===== src/epsgd_pkg.sv =====
// ----------------------------------------------------------------------------
// epsgd_pkg
// Shared sizes, opcodes and fixed-point widths of the embedding pair trainer.
// ----------------------------------------------------------------------------
package epsgd_pkg;

  localparam int NUM_NODES = 4096;
  localparam int DIM       = 128;

  localparam int ROW_W  = $clog2(NUM_NODES);
  localparam int ELEM_W = $clog2(DIM);
  localparam int IDX_W  = ELEM_W + 1;
  localparam int ADDR_W = ROW_W + ELEM_W;
  localparam int DEPTH  = NUM_NODES * DIM;

  localparam int VAL_W  = 16;
  localparam int ACC_W  = 24;
  localparam int RATE_W = 16;
  localparam int DOT_W  = 2 * VAL_W + ELEM_W;
  localparam int DIFF_W = 18;
  localparam int G_W    = DIFF_W + RATE_W + 1;
  localparam int PROD_W = G_W + VAL_W;
  localparam int Q_W    = 17;
  localparam int DEN_W  = DOT_W + 1;
  localparam int REM_W  = DEN_W + Q_W - 1;
  localparam int CNT_W  = $clog2(Q_W + 1);

  typedef enum logic [1:0] {
    OP_WRITE = 2'd0,
    OP_READ  = 2'd1,
    OP_TRAIN = 2'd2,
    OP_NOP   = 2'd3
  } opcode_t;

endpackage


===== src/epsgd_div.sv =====
// ----------------------------------------------------------------------------
// epsgd_div
// Softsign quotient: round((mag << 15) / (2^24 + mag)), one bit per cycle.
// ----------------------------------------------------------------------------
module epsgd_div (
  input  logic                          clk,
  input  logic                          rst,
  input  logic                          start,
  input  logic [epsgd_pkg::DOT_W-1:0]   mag,
  output logic                          done,
  output logic [epsgd_pkg::VAL_W-2:0]   quot
);

  logic [epsgd_pkg::REM_W-1:0] rem;
  logic [epsgd_pkg::REM_W-1:0] dsh;
  logic [epsgd_pkg::Q_W-1:0]   q;
  logic [epsgd_pkg::CNT_W-1:0] cnt;
  logic                        busy;
  logic [epsgd_pkg::DEN_W-1:0] den;
  logic                        ge;

  assign den  = epsgd_pkg::DEN_W'(mag) + (epsgd_pkg::DEN_W'(1) << 24);
  assign ge   = rem >= dsh;
  assign quot = (q > epsgd_pkg::Q_W'(32767)) ? 15'h7fff : q[epsgd_pkg::VAL_W-2:0];

  always_ff @(posedge clk) begin
    if (rst) begin
      busy <= 1'b0;
      done <= 1'b0;
      cnt  <= '0;
    end else begin
      done <= 1'b0;
      if (start) begin
        busy <= 1'b1;
        cnt  <= epsgd_pkg::CNT_W'(epsgd_pkg::Q_W);
      end else if (busy) begin
        cnt <= cnt - 1'b1;
        if (cnt == epsgd_pkg::CNT_W'(1)) begin
          busy <= 1'b0;
          done <= 1'b1;
        end
      end
    end
  end

  always_ff @(posedge clk) begin
    if (start) begin
      rem <= (epsgd_pkg::REM_W'(mag) << 15) + epsgd_pkg::REM_W'(den >> 1);
      dsh <= epsgd_pkg::REM_W'(den) << (epsgd_pkg::Q_W - 1);
      q   <= '0;
    end else if (busy) begin
      if (ge) begin
        rem <= rem - dsh;
      end
      q   <= {q[epsgd_pkg::Q_W-2:0], ge};
      dsh <= dsh >> 1;
    end
  end

endmodule


===== config.mk =====
export PLATFORM = sky130hd
export DESIGN_NAME = epsgd_div
export DESIGN_NICKNAME = d
export VERILOG_FILES = /design/src/epsgd_pkg.sv /design/src/epsgd_div.sv
export SDC_FILE = /design/constraint.sdc
export NUM_CORES = 1
export LEC_CHECK = 0
export BUFFER_PORTS_ARGS = -buffer_cell sky130_fd_sc_hd__buf_2
export CAP_MARGIN = 20
export CORE_MARGIN = 2
export CORE_UTILIZATION = 50
export CTS_BUF_LIST = sky130_fd_sc_hd__clkbuf_8
export CTS_CLUSTER_SIZE = 14
export DETAILED_ROUTE_END_ITERATION = 6
export GPL_TIMING_DRIVEN = 0
export PLACE_DENSITY_LB_ADDON = 0.05
export SYNTH_ARGS = -nofsm -noshare
export SYNTH_HDL_FRONTEND = slang
export SYNTH_SLANG_ARGS = --single-unit

===== constraint.sdc =====
create_clock -name clk -period 16.7 [get_ports clk]
set_clock_uncertainty 0.2 [all_clocks]
set_input_delay 2.505 -clock clk [delete_from_list [all_inputs] [get_ports clk]]
set_output_delay 2.505 -clock clk [all_outputs]
set_load 0.02 [all_outputs]

Word-level counts from Yosys, hierarchy flattened
Index checks and enable logic that the tools add are counted.
- add/sub/neg operators: 4
- $lt $le $gt $ge: 2
- equal/unequal tests: 1
- mux-type cells: 12
- bitwise operators: 1
- reduce and logical (&&, ||, !) cells: 5
- operators by type and width (cell ; count):
    $mux W56 ; 5
    $ge A56 B56 Y1 ; 1
    $sub A56 B56 Y56 ; 1
    $add A54 B39 Y55 ; 1
    $add A39 B25 Y40 const B ; 1
    $gt A17 B15 Y1 const B ; 1
    $mux W15 ; 1
    $mux W5 ; 2
    $eq A5 B1 Y1 const B ; 1
    $sub A5 B1 Y5 const B ; 1
    $mux W1 ; 4
    $reduce_bool A2 Y1 ; 2
    $reduce_or A3 Y1 ; 1
    $reduce_and A2 Y1 ; 1
    $reduce_or A2 Y1 ; 1
    $not A1 Y1 ; 1
- register bits after elaboration: 136
- output and inout bits: 16

Depth between registers and ports, before layout
- depth in word-level cells: 4
- depth in mapped cells: 16
- mapped depth without buffers: 16

Worst setup path before layout
Ideal clock, no wire load.
- kind: input to register
- from: input start
- to: register rem[0] (netlist bit) (enable)
- arrival time: 5888 ps
- required time: 15999 ps
- slack: 10111 ps
- stages on the path: 4
- path buffers: 2
- path through: clkbuf_1 -> clkbuf_1 -> nor2_1 -> a32oi_1
- cells in the longest elaborated chain, start to end: 2
- elaborated cells between the ends (all ways): 3
- ends and longest elaborated chain (element ; RTL line ; text):
    from (decl) ; epsgd_div.sv:8 ; input logic start,
    $reduce_bool A2 Y1 (no line) ; n/a ;
    $reduce_and A2 Y1 (no line) * ; n/a ;
    to (signal assigned) ; epsgd_div.sv:48 ; rem <= (epsgd_pkg::REM_W'(mag) << 15) + epsgd_pkg::REM_W'(den >> 1);
    to (signal assigned) ; epsgd_div.sv:53 ; rem <= rem - dsh;
    to (decl) ; epsgd_div.sv:14 ; logic [epsgd_pkg::REM_W-1:0] rem;
Every way passes the cells marked *; elsewhere a longest branch is shown, timed or not.
A chain may end at the register's enable or synchronous reset.

Worst setup path after layout
- from: input mag[24] (netlist bit)
- to: register rem[52] (netlist bit) (data pin)
- cells in the longest elaborated chain, start to end: 3
- ends and longest elaborated chain (element ; RTL line ; text):
    from (decl) ; epsgd_div.sv:9 ; input logic [epsgd_pkg::DOT_W-1:0] mag,
    $add A39 B25 Y40 ; epsgd_div.sv:22 ; assign den = epsgd_pkg::DEN_W'(mag) + (epsgd_pkg::DEN_W'(1) << 24);
    $add A54 B39 Y55 * ; epsgd_div.sv:48 ;
    $mux W56 * ; epsgd_div.sv:47 ; if (start) begin
Marks and branches as above.

==> flow_summary.ini <==
[pwr]
power_frac_seq_pct = 28.5
p_switching_uw = 759
power.internal_uw = 943
p_per_area_nw_per_um2 = 143
peakVddDrop_uv = 48.4
clkPwrFrac_pct = 16.3
leakagePower_nw = 5.00
combPwrFrac_pct = 55.3
total_power_mw = 1.70
p_sw_share_pct = 44.6

[worst_setup_path]
worstSetupStartpointType = input port
max_stage_delay_ps = 490
crit_family = simple AND/OR/NAND/NOR gates
end_kind = register
arrival_ps = 6410
crit_chain = buf_2, ha_1, nand3_1, nor2_1, and3_1, xor2_1, ha_1, nand4_1, nor3_1, o211ai_1, nand3_1, a211oi_1, o21ai_1, nor2b_1, xnor2_1, a211oi_1
critical_path_buf_inv_count = 1
critPathRequiredTime_ps = 16690
crit_slowest_cell = xor2_1
cp_max_fo = 6
crit_type = input port to register

[routing]
wl_mm = 32.9
wl_per_cell_um = 20.4
first_pass_iters = 5
drt_iter0_drc = 917
routed-via-count = 9584
drtAntennaViolNets = 0
vias_per_cell = 5.92
drc_errors = 0

[sta]
max_freq_ghz = 0.156
setup_violations = 0
maxSlewHeadroom_pct = 32.1
fin_crit_ps = 6420
report.final.slew_viol_count = 0
worstMarginPinSlew_ps = 1020
timing.final.crit_share_pct = 38.5
grt_setup_unrepaired = false
finalSetupTns_ps = 0
hold_viol = 0

[global_route]
globalRouteOverflowTotal = 0
use_met2_pct = 46.9
grt_pass1_wl_mm = 50.4
grt_pass1_vias = 8996
grt_max_degree = 26
grt_util_met1_pct = 41.7
grt_use_met3_pct = 3.58
grt-busiest-layer = met2
grtUsageTotal_pct = 29.6
antenna_found_initial = 0

[clock_tree]
clock_sinks = 136
cts_root_buffer = clkbuf_8
postCtsResizedCells = 0
clk_pin_slew_ps = 110
postCtsSetupRepairBufs = 0
cts_tree = built
h-tree-depth = 4
cts_hold_buf = 0
cts_buffers = 17
clk_path_buf_depth = 2
clock_latency_ps = 480

[synth]
synth-warning-count = 0
ys_seq_area_share_pct = 34.2
yosys.area.top_type = edfxtp_1
synth_edf_count = 96
synthFlopType = edfxtp_1
async_flop_share_pct = 0
synthDistinctLibCells = 71
syn_nets = 1381
ys_ff_latch = 136
synth_top_area_share_pct = 26.8
synth.area.top_cells = edfxtp_1, ha_1, dfxtp_1, a21oi_1, nand2_1
syn_area_um2 = 10800
syn_inst = 1250
avgSynthCellArea_um2 = 8.61

[floorplanning]
num_io_pins = 58
initial_core_util_pct = 51.0
rows = 53
fp.dieH_um = 151
core_um2 = 21100
die_x_um = 151
dieArea_um2 = 22700

[cells_and_area]
mostFrequentLayoutCells = nand2_1, nor2_1, a21oi_1
fin_nets = 1461
final_common_cell = nand2_1
area.growth.synth_to_final_pct = 10.5
utilization_pct = 56.4
diodes = 0
drive_above_1_share_pct = 8.49

[run_status]
status = finished clean

[min_path]
hold_class = register to register

[placed_design]
gp_congestion = 0.983
dpl.hpwl_mm = 26.1
numPortBuffers = 57

[run]
drv_cap = 0
final cells by class:
type | instances | area (um^2)
Inverter | 80 | 300
Sequential cell | 136 | 3680
Buffer | 62 | 239
Tap cell | 275 | 344
Timing Repair Buffer | 61 | 388
Fill cell | 1995 | 9200
Clock buffer | 17 | 234
Multi-Input combinational cell | 972 | 6560
Clock inverter | 15 | 140
final timing paths:
check	endpoint	start	cells past startpoint	slack (ps)
worst max-delay path	rem[52]$_DFFE_PP_	mag[24]	16	10280
worst max register to register	rem[16]$_DFFE_PP_	rem[0]$_DFFE_PP_	13	12660
worst min register to register	cnt[1]$_SDFFE_PP0P_	cnt[1]$_SDFFE_PP0P_	2	300
worst min-delay path	cnt[1]$_SDFFE_PP0P_	cnt[1]$_SDFFE_PP0P_	2	300
kinds of logic after synthesis:
group           synth area share (%)
simple gates                    16.3
compound gates                  21.9
buf+inv                         5.01
flops                           34.2
xor+xnor                        7.74
fa+ha+maj                       10.5
mux                             4.33
cell usage after synthesis, drive strengths merged, types with 8 or more instances:
cell type / number
o31ai: 44
mux2i: 45
nand3: 23
nand2: 133
a211oi: 8
nor2b: 10
nor3: 22
and3: 9
dfxtp: 40
or3: 22
nor2: 107
ha: 87
nand4: 27
a21oi: 108
buf: 10
clkbuf: 52
xor2: 44
edfxtp: 96
inv: 79
o21ai: 79
xnor2: 51
o21a: 9
o21bai: 11
a21o: 47
power groups by stage:
| stage | registers, mW | logic, mW | clock network, mW |
|---|---|---|---|
| after floorplan | 0.489 | 0.691 | 0 |
| after global placement | 0.497 | 0.894 | 0 |
| after detailed placement | 0.492 | 0.913 | 0 |
| after CTS | 0.484 | 0.922 | 0.279 |
| after global routing | 0.491 | 1.03 | 0.292 |
| final | 0.484 | 0.940 | 0.277 |
routing by layer:
layer / routed length, um / share of wire, % / vias to the layer above
li1: - / - / 4724
met2: 14700 / 45 / 340
met4: 989 / 3.0 / 0
met5: 0 / 0 / -
met3: 2210 / 6.7 / 49
met1: 15000 / 46 / 4471
worst min-delay path, cell delays in order (launching register included):
cell       delay [ps]
dfxtp_1           330
nor2_1             80
a2111oi_0          50
sequential cells by signal, summed over array words and instances (netlist names):
signal  flops
dsh        56
rem        56
q          17
cnt         5
busy        1
done        1
per-stage QoR:
stage | std cells | setup WS, ps | cell area (um^2) | hold slack [ps]
5_1_grt | 1618 | 10030 | 11900 | 335
4_1_cts | 1618 | 10310 | 11900 | 303
3_5_place_dp | 1586 | 9780 | 11500 | 289
6_report | 1618 | 10280 | 11900 | 301
3_3_place_gp | 1582 | 7820 | 11400 | 287
2_1_floorplan | 1250 | 10110 | 10800 | 265
No activity file was read; power rests on OpenSTA's default activity.
